[src/rtl/bezier_path_follower_unit_macros.svh]
// ----------------------------------------------------------------------------
// Bezier path follower assertion macros
// Shared concurrent assertion forms, clocked on clk_i, off during reset.
// ----------------------------------------------------------------------------
`ifndef BEZIER_PATH_FOLLOWER_UNIT_MACROS_SVH
`define BEZIER_PATH_FOLLOWER_UNIT_MACROS_SVH

// Same-cycle implication: cons must hold whenever ante holds.
`define BPF_ASSERT_IMP(lbl, ante, cons, msg) \
  lbl: assert property (@(posedge clk_i) disable iff (!rst_ni) (ante) |-> (cons)) \
    else $error(msg);

// Next-cycle implication: cons must hold in the cycle after ante.
`define BPF_ASSERT_NXT(lbl, ante, cons, msg) \
  lbl: assert property (@(posedge clk_i) disable iff (!rst_ni) (ante) |=> (cons)) \
    else $error(msg);

`endif

[src/rtl/bpf_pkg.sv]
// ----------------------------------------------------------------------------
// Bezier path follower package
// Widths, reset values, codes and shared types of the path follower.
// ----------------------------------------------------------------------------
`timescale 1ns / 1ps
`default_nettype none

package bpf_pkg;

  // Payload formats
  localparam int COORD_W    = 32;             // signed Q16.16 coordinate
  localparam int PARAM_F    = 16;             // fraction bits of the curve parameter
  localparam int PARAM_W    = PARAM_F + 1;    // parameter incl. the value 1.0
  localparam int IDX_W      = 6;              // table slot field
  localparam int SEG_OUT_W  = 5;              // segment field on the result
  localparam int STEP_W     = 16;
  localparam int COUNT_W    = 7;
  localparam int CFG_DATA_W = 16;
  localparam int CFG_IDX_W  = 1;

  localparam logic [PARAM_W-1:0] PARAM_ONE = PARAM_W'(1) << PARAM_F;

  // Segment geometry: four points per segment, neighbors share one point
  localparam int SEG_STRIDE = 3;
  localparam int SEG_SPAN   = 4;
  localparam int CNT_LIMIT  = (1 << COUNT_W) - 1;

  // Defaults
  localparam int POINTS_DEF      = 64;
  localparam int QUEUE_DEPTH_DEF = 4;
  localparam logic [STEP_W-1:0]  STEP_RESET  = STEP_W'(655);
  localparam logic [COUNT_W-1:0] COUNT_RESET = COUNT_W'(4);

  // Arithmetic widths of the evaluator
  localparam int PT_W  = IDX_W + 3 * COORD_W;        // write request body
  localparam int SQ_W  = 2 * PARAM_F + 1;            // u*u, t*t
  localparam int TRI_W = PARAM_F + 2;                // 3*u, 3*t
  localparam int WGT_W = 3 * PARAM_F + 1;            // Bernstein weight, up to 1.0
  localparam int LO_W  = WGT_W / 2;                  // low half of a weight
  localparam int HI_W  = WGT_W - LO_W;               // high half of a weight
  localparam int PLO_W = LO_W + 1 + COORD_W;         // low partial product
  localparam int PHI_W = HI_W + 1 + COORD_W;         // high partial product
  localparam int ACC_W = WGT_W + COORD_W;            // weighted sum

  typedef enum logic {
    CMD_WRITE = 1'b0,
    CMD_TICK  = 1'b1
  } bpf_cmd_e;

  typedef enum logic [CFG_IDX_W-1:0] {
    CFG_STEP  = 1'b0,
    CFG_COUNT = 1'b1
  } bpf_cfg_e;

  typedef enum logic [2:0] {
    ST_IDLE,
    ST_SQUARE,
    ST_CUBE,
    ST_MAC,
    ST_SUM,
    ST_OUT
  } bpf_state_e;

  // One queued request. A write carries {slot, x, y, z}; a tick carries
  // {segment, parameter} in the low bits of the body.
  typedef struct packed {
    bpf_cmd_e          cmd;
    logic [PT_W-1:0]   body;
  } bpf_job_t;

  typedef struct packed {
    logic signed [COORD_W-1:0] pos_x;
    logic signed [COORD_W-1:0] pos_y;
    logic signed [COORD_W-1:0] pos_z;
    logic [SEG_OUT_W-1:0]      seg;
    logic [PARAM_W-1:0]        param;
  } bpf_res_t;

endpackage

`default_nettype wire

[src/rtl/bpf_fifo.sv]
// ----------------------------------------------------------------------------
// Bezier path follower request queue
// Small register queue between the front end and the evaluator.
// ----------------------------------------------------------------------------
`timescale 1ns / 1ps
`default_nettype none

module bpf_fifo #(
  parameter int DEPTH = bpf_pkg::QUEUE_DEPTH_DEF
) (
  input  logic              clk_i,
  input  logic              rst_ni,
  input  logic              push_i,
  input  bpf_pkg::bpf_job_t data_i,
  output logic              full_o,
  input  logic              pop_i,
  output bpf_pkg::bpf_job_t data_o,
  output logic              empty_o
);
  import bpf_pkg::*;

  localparam int PTR_W = (DEPTH > 1) ? $clog2(DEPTH) : 1;
  localparam int CNT_W = $clog2(DEPTH + 1);

  bpf_job_t         store_q [DEPTH];
  logic [PTR_W-1:0] wr_ptr_q, rd_ptr_q;
  logic [CNT_W-1:0] cnt_q;
  logic             do_push, do_pop;

  assign full_o  = (cnt_q == CNT_W'(DEPTH));
  assign empty_o = (cnt_q == '0);
  assign data_o  = store_q[rd_ptr_q];
  assign do_push = push_i && !full_o;
  assign do_pop  = pop_i && !empty_o;

  function automatic logic [PTR_W-1:0] ptr_inc(input logic [PTR_W-1:0] p);
    ptr_inc = (p == PTR_W'(DEPTH - 1)) ? '0 : p + PTR_W'(1);
  endfunction

  always_ff @(posedge clk_i or negedge rst_ni) begin
    if (!rst_ni) begin
      wr_ptr_q <= '0;
      rd_ptr_q <= '0;
      cnt_q    <= '0;
    end else begin
      if (do_push) wr_ptr_q <= ptr_inc(wr_ptr_q);
      if (do_pop)  rd_ptr_q <= ptr_inc(rd_ptr_q);
      if (do_push && !do_pop) cnt_q <= cnt_q + CNT_W'(1);
      else if (do_pop && !do_push) cnt_q <= cnt_q - CNT_W'(1);
    end
  end

  always_ff @(posedge clk_i) begin
    if (do_push) store_q[wr_ptr_q] <= data_i;
  end

endmodule

`default_nettype wire

[config.mk]
export PLATFORM = sky130hd
export DESIGN_NAME = bpf_fifo
export DESIGN_NICKNAME = d
export VERILOG_FILES = /design/src/rtl/bezier_path_follower_unit_macros.svh /design/src/rtl/bpf_pkg.sv /design/src/rtl/bpf_fifo.sv
export SDC_FILE = /design/constraint.sdc
export NUM_CORES = 1
export LEC_CHECK = 0
export BUFFER_PORTS_ARGS = -buffer_cell sky130_fd_sc_hd__buf_4
export CAP_MARGIN = 5
export CORE_AREA = 5 5 173 192
export CTS_CLUSTER_SIZE = 14
export DETAILED_ROUTE_END_ITERATION = 10
export DIE_AREA = 0 0 178 197
export GPL_ROUTABILITY_DRIVEN = 1
export PLACE_DENSITY = 0.66
export SYNTH_ARGS = -nofsm -noshare
export SYNTH_HDL_FRONTEND = slang
export SYNTH_SLANG_ARGS = --single-unit
[constraint.sdc]
create_clock -name clk_i -period 7.2 [get_ports clk_i]
set_input_delay 0.36 -clock clk_i [delete_from_list [all_inputs] [get_ports clk_i]]
set_output_delay 0.36 -clock clk_i [all_outputs]
set_load 0.01 [all_outputs]
==> results.md <==
* Clock buffer depth at 3
* First-pass GRT wire length at 43800 um
* Ys flop type: edfxtp_1
* Antenna cell count at 0
* CTS tree: done
* Cells after Synth at 576
* CP bufs+invs at 2
* P_leak at 6.30 nW
* Critical-path maximum fanout at 55
* Core area at 31100 um^2
* Max incr delay on CP at roughly 0.94 ns
* Post-synthesis area per instance at 26.6 um^2
* Worst EP arrival at slightly below 3 ns
* RD Place Congestion at ~0.7
* Max_slew headroom at 0.370
* I/O Pins at 212
* RSZ-0062 raised after global routing: no
* CTS H-tree depth at 2
* Initial core utilization at 0.493
* Synth top area cells: edfxtp_1 81%, mux4_2 15%, dfrtp_1 1.1%
* Port buffer count at 211
* Initial DRC count at 396
* Initial antenna violation count at 2
* Vias at ~6700
* Clk root buf: clkbuf_16
* Clock slew at the register clock pins of the worst setup and hold paths at 0.06 ns
* Final Hold Vio Count at 0
* Post-synth cell types at 22
* Slew Limit Fails at 0
* CP Class: flop to primary output
* Leading area contributor after synthesis: edfxtp_1
* Worst Reg-to-Reg Cells at 4
* Pwr Density at 414 nW/um^2
* # rows at 68
* Core Util, Final at 0.599
* Max-Cap Viols at 0
* DR DRC count at 0
* Sequential share of the synthesized area at 0.820
* Clk sink count at 419
* Vias in the first global route at 7521
* CTS Buf Count at 41
* Clk_lat worst skew at ~0.52 ns
* #FFs+latches synth at about 420
* Syn. warnings at 0
* Synthesized area at 15300 um^2
* Worst path cell trace: buf_4, mux4_2, buf_4
* Hold Crit Depth at 1
* Area of the multi-input gates at roughly 2600 um^2
* Share of cells above drive strength 1 at 0.452
* DR pass1 iterations at 4
* F_max at 308 MHz
* Worst Tran Pin Value at 0.944 ns
* Number of synthesized flops with an enable pin at 412
* Layout Skew at 0.0125 ns
* Outcome: finished clean
* Die Area at 35100 um^2
* Synth top area share at 0.808
* Worst EP required at 6.84 ns
* Setup TNS at 0 ns
* Share of flip-flops with an asynchronous set or reset at 0.0167
* Routed wire length at around 29000 um
* WHS at roughly 0.039 ns
* Final min period at 3.25 ns
* CP endpoint kind: primary output
* R2R Setup Slk at 4.22 ns
* Layout area overhead at 21.5%
* Post-DRT Antenna Nets at 0
* Total GRT Usage at 0.164
* Reg area at 12600 um^2
* Final setup fails at 0
* Number of vias per cell at 5.32
* Gr ovfl total at 0
* Most used cell, CP: buf_4
* Worst path slowest cell: dfrtp_4
* Fin crit share at 0.451
* Syn Nets at 690
* CP Depth at 3
* Hpwl dp at roughly 17000 um
* Avg WL per Cell at around 23 um
* Worst setup SP type: flop
* VDD IR-drop max at slightly below 0.4 mV
* Nets at between 900 and 1000
* Hold Path Class: input port to flop
* Fill cells at 2145
* Die extent in x at 178 um
* CP delay by family, top: flip-flops
* Die Y at 197 um
* Largest net degree at the start of global routing at 76
==> per-layer routing <==
metal | vias up | global-route usage | wire length [um]
met3 | 49 | 0.0434 | 1960
met4 | 4 | 0.0490 | 693
met2 | 186 | 0.294 | 15400
met1 | 3512 | 0.196 | 10600
met5 | - | 0 | 14
li1 | 2957 | - | -
==> metrics by stage <==
stage / total power, mW / instances / cell area [um^2] / worst slack (ns)
after global placement: 5.76 / 1190 / 17300 / 4.22
after detailed placement: 5.82 / 1190 / 17300 / 4.17
after global routing: 8.08 / 1262 / 18600 / 3.79
after CTS: 7.85 / 1262 / 18600 / 3.86
final: 7.70 / 1262 / 18600 / 3.95
after floorplan: 4.83 / 576 / 15300 / 1.71
==> where the power goes <==
group	internal [mW]	total (mW)	switching, mW
clock network	1.19	2.01	0.816
registers	3.22	3.44	0.221
logic	1.15	2.24	1.09
total	5.57	7.70	2.13
==> state kept, by name, summed over array words and instances (netlist names) <==
register	flops
rd_ptr_q	2
cnt_q	3
wr_ptr_q	2
store_q	412
==> final cells by class <==
cell class | instances | share of cell area
flip-flops and latches | 419 | 0.675
multi-input cells | 130 | 0.139
repair buffers | 219 | 0.0892
clock buffers | 55 | 0.0603
well taps | 420 | 0.0283
clock inverters | 16 | 0.00780
inverters | 3 | 0.000605
==> layout by cell type, fill, tap and decap left out, drive strengths merged, types with 4 or more instances in the layout <==
| cell type | instances |
|---|---|
| edfxtp | 412 |
| buf | 218 |
| mux4 | 103 |
| clkbuf | 55 |
| clkinv | 12 |
| dfrtp | 7 |
| ha | 6 |
| mux2 | 4 |
| inv | 4 |
==> what timing repair did <==
action	in CTS	in global routing
gates resized for setup	0	0
setup buffers	0	0
hold buffers	1	0
endpoints found under the hold margin	7	0
==> kinds of logic (layout without fill, tap and decap cells) <==
family,Yosys count,after routing,share of synthesized area
flops,419,419,0.820
mux,107,107,0.154
buf+inv,27,293,0.0125
simple gates,11,11,0.00409
fa+ha+maj,7,7,0.00621
xor+xnor,3,3,0.00172
compound gates,2,2,0.00131
==> synthesized netlist by cell type, types with 2 or more instances <==
| library cell | count |
|---|---|
| mux4_2 | 103 |
| buf_8 | 5 |
| buf_6 | 2 |
| inv_1 | 3 |
| nor3_1 | 2 |
| dfrtp_1 | 7 |
| mux2_2 | 4 |
| clkbuf_1 | 4 |
| nor2_1 | 3 |
| and2_1 | 3 |
| xor2_1 | 2 |
| ha_1 | 6 |
| edfxtp_1 | 412 |
| buf_2 | 12 |
==> worst paths after layout <==
check | start | to
min | data_i[72] | store_q[3][72]
min reg2reg | cnt_q[2] | cnt_q[2]
max reg2reg | cnt_q[2] | store_q[1][54]
min in group asynchronous | rst_ni | wr_ptr_q[0]
max in group asynchronous | rst_ni | rd_ptr_q[0]
max | rd_ptr_q[1] | data_o[41]
No activity file was read; power rests on OpenSTA's default activity.
