**config.mk**
```make
export PLATFORM = sky130hd
export DESIGN_NAME = bpf_front
export DESIGN_NICKNAME = d
export VERILOG_FILES = /design/src/rtl/bpf_pkg.sv /design/src/rtl/bpf_front.sv
export VERILOG_INCLUDE_DIRS = /design/src /design/src/rtl
export SDC_FILE = /design/constraint.sdc
export NUM_CORES = 1
export LEC_CHECK = 0
export BUFFER_PORTS_ARGS = -buffer_cell sky130_fd_sc_hd__buf_2
export CORE_MARGIN = 5
export CORE_UTILIZATION = 45
export DETAILED_ROUTE_END_ITERATION = 8
export HOLD_SLACK_MARGIN = 0.05
export PLACE_DENSITY = 0.91
export SETUP_SLACK_MARGIN = 0.2
export SYNTH_ARGS = -nofsm -noshare
export SYNTH_HDL_FRONTEND = slang
export SYNTH_SLANG_ARGS = --single-unit
```
**constraint.sdc**
```tcl
create_clock -name clk_i -period 19.1 [get_ports clk_i]
set_input_delay 3.82 -clock clk_i [delete_from_list [all_inputs] [get_ports clk_i]]
set_output_delay 3.82 -clock clk_i [all_outputs]
set_load 0.02 [all_outputs]
```
**src/rtl/bezier_path_follower_unit_macros.svh**
```systemverilog
// ----------------------------------------------------------------------------
// Bezier path follower assertion macros
// Shared concurrent assertion forms, clocked on clk_i, off during reset.
// ----------------------------------------------------------------------------
`ifndef BEZIER_PATH_FOLLOWER_UNIT_MACROS_SVH
`define BEZIER_PATH_FOLLOWER_UNIT_MACROS_SVH

// Same-cycle implication: cons must hold whenever ante holds.
`define BPF_ASSERT_IMP(lbl, ante, cons, msg) \
  lbl: assert property (@(posedge clk_i) disable iff (!rst_ni) (ante) |-> (cons)) \
    else $error(msg);

// Next-cycle implication: cons must hold in the cycle after ante.
`define BPF_ASSERT_NXT(lbl, ante, cons, msg) \
  lbl: assert property (@(posedge clk_i) disable iff (!rst_ni) (ante) |=> (cons)) \
    else $error(msg);

`endif

```
**src/rtl/bpf_pkg.sv**
```systemverilog
// ----------------------------------------------------------------------------
// Bezier path follower package
// Widths, reset values, codes and shared types of the path follower.
// ----------------------------------------------------------------------------
`timescale 1ns / 1ps
`default_nettype none

package bpf_pkg;

  // Payload formats
  localparam int COORD_W    = 32;             // signed Q16.16 coordinate
  localparam int PARAM_F    = 16;             // fraction bits of the curve parameter
  localparam int PARAM_W    = PARAM_F + 1;    // parameter incl. the value 1.0
  localparam int IDX_W      = 6;              // table slot field
  localparam int SEG_OUT_W  = 5;              // segment field on the result
  localparam int STEP_W     = 16;
  localparam int COUNT_W    = 7;
  localparam int CFG_DATA_W = 16;
  localparam int CFG_IDX_W  = 1;

  localparam logic [PARAM_W-1:0] PARAM_ONE = PARAM_W'(1) << PARAM_F;

  // Segment geometry: four points per segment, neighbors share one point
  localparam int SEG_STRIDE = 3;
  localparam int SEG_SPAN   = 4;
  localparam int CNT_LIMIT  = (1 << COUNT_W) - 1;

  // Defaults
  localparam int POINTS_DEF      = 64;
  localparam int QUEUE_DEPTH_DEF = 4;
  localparam logic [STEP_W-1:0]  STEP_RESET  = STEP_W'(655);
  localparam logic [COUNT_W-1:0] COUNT_RESET = COUNT_W'(4);

  // Arithmetic widths of the evaluator
  localparam int PT_W  = IDX_W + 3 * COORD_W;        // write request body
  localparam int SQ_W  = 2 * PARAM_F + 1;            // u*u, t*t
  localparam int TRI_W = PARAM_F + 2;                // 3*u, 3*t
  localparam int WGT_W = 3 * PARAM_F + 1;            // Bernstein weight, up to 1.0
  localparam int LO_W  = WGT_W / 2;                  // low half of a weight
  localparam int HI_W  = WGT_W - LO_W;               // high half of a weight
  localparam int PLO_W = LO_W + 1 + COORD_W;         // low partial product
  localparam int PHI_W = HI_W + 1 + COORD_W;         // high partial product
  localparam int ACC_W = WGT_W + COORD_W;            // weighted sum

  typedef enum logic {
    CMD_WRITE = 1'b0,
    CMD_TICK  = 1'b1
  } bpf_cmd_e;

  typedef enum logic [CFG_IDX_W-1:0] {
    CFG_STEP  = 1'b0,
    CFG_COUNT = 1'b1
  } bpf_cfg_e;

  typedef enum logic [2:0] {
    ST_IDLE,
    ST_SQUARE,
    ST_CUBE,
    ST_MAC,
    ST_SUM,
    ST_OUT
  } bpf_state_e;

  // One queued request. A write carries {slot, x, y, z}; a tick carries
  // {segment, parameter} in the low bits of the body.
  typedef struct packed {
    bpf_cmd_e          cmd;
    logic [PT_W-1:0]   body;
  } bpf_job_t;

  typedef struct packed {
    logic signed [COORD_W-1:0] pos_x;
    logic signed [COORD_W-1:0] pos_y;
    logic signed [COORD_W-1:0] pos_z;
    logic [SEG_OUT_W-1:0]      seg;
    logic [PARAM_W-1:0]        param;
  } bpf_res_t;

endpackage

`default_nettype wire

```
**src/rtl/bpf_front.sv**
```systemverilog
// ----------------------------------------------------------------------------
// Bezier path follower front end
// Holds configuration, classifies input items, advances segment and parameter.
// ----------------------------------------------------------------------------
`timescale 1ns / 1ps
`default_nettype none

`include "bezier_path_follower_unit_macros.svh"

module bpf_front #(
  parameter int POINTS = bpf_pkg::POINTS_DEF,
  parameter int SEG_W  = 5
) (
  input  logic                              clk_i,
  input  logic                              rst_ni,
  input  logic                              cfg_we_i,
  input  logic [bpf_pkg::CFG_IDX_W-1:0]     cfg_index_i,
  input  logic [bpf_pkg::CFG_DATA_W-1:0]    cfg_data_i,
  input  logic                              push_i,
  input  logic                              q_full_i,
  input  logic                              command_i,
  input  logic [bpf_pkg::IDX_W-1:0]         point_index_i,
  input  logic signed [bpf_pkg::COORD_W-1:0] point_x_i,
  input  logic signed [bpf_pkg::COORD_W-1:0] point_y_i,
  input  logic signed [bpf_pkg::COORD_W-1:0] point_z_i,
  output logic                              q_push_o,
  output bpf_pkg::bpf_job_t                 q_job_o
);
  import bpf_pkg::*;

  localparam int MAX_CNT = (POINTS < CNT_LIMIT) ? POINTS : CNT_LIMIT;
  localparam int CNT_W   = $clog2(MAX_CNT + 1);
  localparam int FIT_W   = SEG_W + 4;
  localparam int SUM_W   = PARAM_W + 1;

  logic [STEP_W-1:0]  step_q;
  logic [COUNT_W-1:0] count_q;
  logic [SEG_W-1:0]   seg_q, seg_d;
  logic [PARAM_W-1:0] param_q, param_d;

  logic               accept, is_tick;
  logic [CNT_W-1:0]   eff_cnt;
  logic [SEG_W-1:0]   seg_cur;
  logic [SEG_W:0]     seg_inc;
  logic [SUM_W-1:0]   sum;
  logic               wrap;

  // Segment s fits when its last point 3s+3 lies below the count in use.
  function automatic logic seg_fits(input logic [SEG_W:0] s, input logic [CNT_W-1:0] cnt);
    logic [FIT_W-1:0] last;
    last = FIT_W'(s) * FIT_W'(SEG_STRIDE) + FIT_W'(SEG_SPAN - 1);
    seg_fits = last < FIT_W'(cnt);
  endfunction

  assign accept   = push_i && !q_full_i;
  assign is_tick  = (bpf_cmd_e'(command_i) == CMD_TICK);
  assign q_push_o = accept;

  always_comb begin
    eff_cnt = (count_q > COUNT_W'(MAX_CNT)) ? CNT_W'(MAX_CNT) : CNT_W'(count_q);
    // Drop back to the first segment if the current one no longer fits
    seg_cur = seg_fits({1'b0, seg_q}, eff_cnt) ? seg_q : '0;
    sum     = SUM_W'(param_q) + SUM_W'(step_q);
    wrap    = sum > SUM_W'(PARAM_ONE);
    seg_inc = {1'b0, seg_cur} + (SEG_W + 1)'(1);
    if (wrap) begin
      param_d = '0;
      seg_d   = seg_fits(seg_inc, eff_cnt) ? SEG_W'(seg_inc) : '0;
    end else begin
      param_d = PARAM_W'(sum);
      seg_d   = seg_cur;
    end
  end

  always_comb begin
    q_job_o.cmd = bpf_cmd_e'(command_i);
    if (is_tick) begin
      q_job_o.body = PT_W'({seg_d, param_d});
    end else begin
      q_job_o.body = {point_index_i, point_x_i, point_y_i, point_z_i};
    end
  end

  always_ff @(posedge clk_i or negedge rst_ni) begin
    if (!rst_ni) begin
      step_q  <= STEP_RESET;
      count_q <= COUNT_RESET;
    end else if (cfg_we_i) begin
      case (bpf_cfg_e'(cfg_index_i))
        CFG_STEP:  step_q  <= cfg_data_i[STEP_W-1:0];
        CFG_COUNT: count_q <= cfg_data_i[COUNT_W-1:0];
        default: ;
      endcase
    end
  end

  always_ff @(posedge clk_i or negedge rst_ni) begin
    if (!rst_ni) begin
      seg_q   <= '0;
      param_q <= '0;
    end else if (accept && is_tick) begin
      seg_q   <= seg_d;
      param_q <= param_d;
    end
  end

  `BPF_ASSERT_IMP(a_param_range, 1'b1, param_q <= PARAM_ONE, "parameter above 1.0")
  `BPF_ASSERT_NXT(a_param_wrap, accept && is_tick && wrap, param_q == '0, "no reset on wrap")
  `BPF_ASSERT_NXT(a_write_hold, accept && !is_tick, param_q == $past(param_q) && seg_q == $past(seg_q), "point write moved the path state")

endmodule

`default_nettype wire

```
==> results.json <==
{
  "crit_arrival_ns": 8.29,
  "tritoncts": "yes",
  "cts-root-to-sink-buffers": 2,
  "syn-mean-instance-area_um2": 8.24,
  "final_cell_count_no_fill": 911,
  "setup_violations": 0,
  "synth_area_leaders": "dfrtp_1, ha_1, nor2b_1",
  "slew_headroom_pct": 28.2,
  "final_layout_size_suffix_gt1_share_pct": 36.2,
  "critPathMaxFanout": 13,
  "design_area_mm2": 0.00597,
  "max_cap_violations": 0,
  "first_global_vias": 4821,
  "syn-num-nets": 740,
  "clock_skews_ns": 0.0147,
  "fp.dieArea_mm2": 0.0125,
  "clk_root_buffer_cell": "clkbuf_8",
  "seq_area_frac_synth_pct": 24.3,
  "postSynthCellCount": 566,
  "place.gp.congestion": 0.929,
  "drc": 0,
  "global_route.usage.total_pct": 25.6,
  "drt_first_pass_iters": 5,
  "row_count": 37,
  "final_nets": 947,
  "met3_length_um": 1650,
  "final_hold_viol_count": 0,
  "cts.sink_count": 45,
  "drtAntennaViolNets": 0,
  "drtIter0Drc": 324,
  "power-per-cell-area_mw_per_mm2": 208,
  "final.hold.worst_slack_ns": 0.492,
  "io_pins": 229,
  "cts_post_setup_buffers_inserted": 0,
  "via_count": 4957,
  "core_region_area_mm2": 0.0102,
  "grt_setup_unrepaired": "false",
  "route.top_layer_used": "met5",
  "crit_path_top_delay_cell": "dfrtp_1",
  "post-layout-total-power_uw": 1240,
  "antenna_violations_before_repair": 7,
  "final.setup.tns_ns": 0,
  "synth_async_sr_flop_share_pct": 100,
  "hold_path_class": "reg -> reg",
  "number_of_buffers_created_by_cts": 5,
  "synth.ff_latch_count": 45,
  "worst-setup-path-type": "reg -> out",
  "critical_path.endpoint_type": "output port",
  "grt_first_pass_wirelength_um": 25800,
  "setup.worst_path.start_class": "register",
  "dieWidth_um": 112,
  "cp_data_required_time_ns": 15.28,
  "synth.yosys.warnings": 0,
  "route.detailed.wl_per_inst_um": 18.4,
  "worst_skew_pair.late_latency_ns": 0.31,
  "p_leak_uw": 0.00313,
  "holdBufCountCts": 0,
  "vdd.ir_drop.worst_v": 0.000157,
  "timing.final.crit_share_pct": 63.4,
  "synth_largest_type_area_fraction_pct": 20.4,
  "crit_family": "compound AO/OA/AOI/OAI gates",
  "gr-total-overflow": 0,
  "vias_per_cell": 5.44,
  "cp_slowest_stage_delay_ns": 0.63,
  "port_buffers": 228,
  "start_util_pct": 45.6,
  "cts-resized-gates": 0,
  "status": "completed",
  "wl_met1_um": 6870,
  "netlist-cell-type-count": 67,
  "routed-wl-met2_um": 7670,
  "hpwl_um": 13800,
  "synth_ff_type": "dfrtp_1",
  "tightest_slew_ns": 1.07,
  "cp_num_buf_inv": 3,
  "post_synth_instance_area_mm2": 0.00466,
  "htree_levels": 2,
  "clock_pin_slew_worst_setup_and_hold_paths_ns": 0.10,
  "timing.fmax_mhz": 82.6,
  "critical-path-top-cell-by-count": "ha_1",
  "floorplan.die.height_um": 112,
  "post-route-min-period_ns": 12.11,
  "grt_start_max_net_pins": 80,
  "synth_edf_count": 0,
  "postPlaceCellArea_mm2": 0.00586,
  "synth.largest_area_cell": "dfrtp_1",
  "wl_um": 16800,
  "drv_slew": 0,
  "layout-area-overhead-vs-synth_pct": 28.0,
  "placed_cells_incl_taps": 902
}
==> sequential cells by signal, indices dropped and copies added, names as in the netlist <==
register  cells
count_q       7
param_q      17
seg_q         5
step_q       16
==> power by group <==
group	switching (uW)	internal, uW
logic	613	412
registers	22.0	123
clock network	35.8	39.6
==> cells in the final DEF, fill, tap and decap left out, drive strengths merged, types with 13 or more instances in the layout <==
cell / count
xnor2: 14
a21o: 19
nand3: 23
buf: 231
o21ai: 21
nand2: 63
dfrtp: 38
inv: 28
nor2: 28
a21oi: 27
mux2: 22
nor2b: 84
o31ai: 13
nor3: 14
ha: 48
==> worst register-to-register path: cells and delay by family (launching register included) <==
family,cells,cell delay (ns)
AND/OR/NAND/NOR,5,0.86
XOR/XNOR,3,0.64
AO/OA/AOI/OAI,14,3.37
buffers and inverters,2,0.34
adder cells (fa/ha/maj),7,2.13
flip-flops,1,0.63
==> worst paths after layout <==
kind | start | end | slack, ns | cells after the start
hold reg to reg | param_q[11] | param_q[11] | 0.49 | 2
min in group asynchronous | rst_ni | step_q[11] | 3.68 | 1
max in group asynchronous | rst_ni | seg_q[2] | 14.77 | 1
setup reg to reg | seg_q[2] | seg_q[1] | 11.07 | 31
setup / recovery | seg_q[2] | q_job_o[17] | 6.99 | 31
hold / removal | param_q[11] | param_q[11] | 0.49 | 2
==> cell usage after synthesis, types with 2 or more instances <==
| library cell | instances |
|---|---|
| a311o_1 | 2 |
| a22o_1 | 3 |
| a21o_1 | 19 |
| inv_1 | 27 |
| o31ai_1 | 13 |
| o21a_1 | 3 |
| ha_1 | 48 |
| a211oi_1 | 4 |
| nand4_1 | 4 |
| xnor2_1 | 14 |
| and3_1 | 2 |
| o21bai_1 | 5 |
| o221ai_1 | 2 |
| buf_4 | 2 |
| dfrtp_1 | 38 |
| mux2i_1 | 3 |
| nand3_1 | 23 |
| or2_2 | 3 |
| nor3b_1 | 3 |
| dfstp_2 | 7 |
| nand2b_1 | 3 |
| o21ai_0 | 18 |
| a211o_1 | 2 |
| a21oi_1 | 27 |
| nor3_1 | 14 |
| mux2_2 | 22 |
| nand2_1 | 63 |
| clkbuf_1 | 23 |
| buf_6 | 2 |
| o211ai_1 | 2 |
| nor2_1 | 28 |
| o21ai_1 | 2 |
| xor2_1 | 8 |
| nor4_1 | 3 |
| o2111ai_1 | 2 |
| nor2b_1 | 84 |
| a31oi_1 | 7 |
| buf_2 | 2 |
==> routing by layer <==
metal	up-vias	track usage, %
met3	48	10.2
met4	10	7.79
met1	2262	32.5
met2	219	40.0
li1	2418	-
met5	-	0
==> final cells by class <==
type                    count  area (um2)
fillers                   975        4260
multi-input cells         462        3280
repair buffers            231        1170
flip-flops and latches     45        1130
well taps                 136         170
inverters                  28         105
clock buffers               6        72.6
clock inverters             2        38.8
diodes                      1        2.50
==> stage by stage <==
step	utilization [%]	worst slack, ns
6_report	58.4	6.99
5_1_grt	58.4	6.27
4_1_cts	58.3	7.14
3_5_place_dp	57.3	7.49
3_3_place_gp	57.3	7.72
2_1_floorplan	-	8.25
==> cells by family after synthesis <==
group           share of synthesized area [%]
xor+xnor                                 4.13
simple gates                             27.1
compound gates                           19.8
fa+ha+maj                                13.3
buf+inv                                  5.31
mux                                      5.96
flops                                    24.3
(Power assumes the default switching activity.)
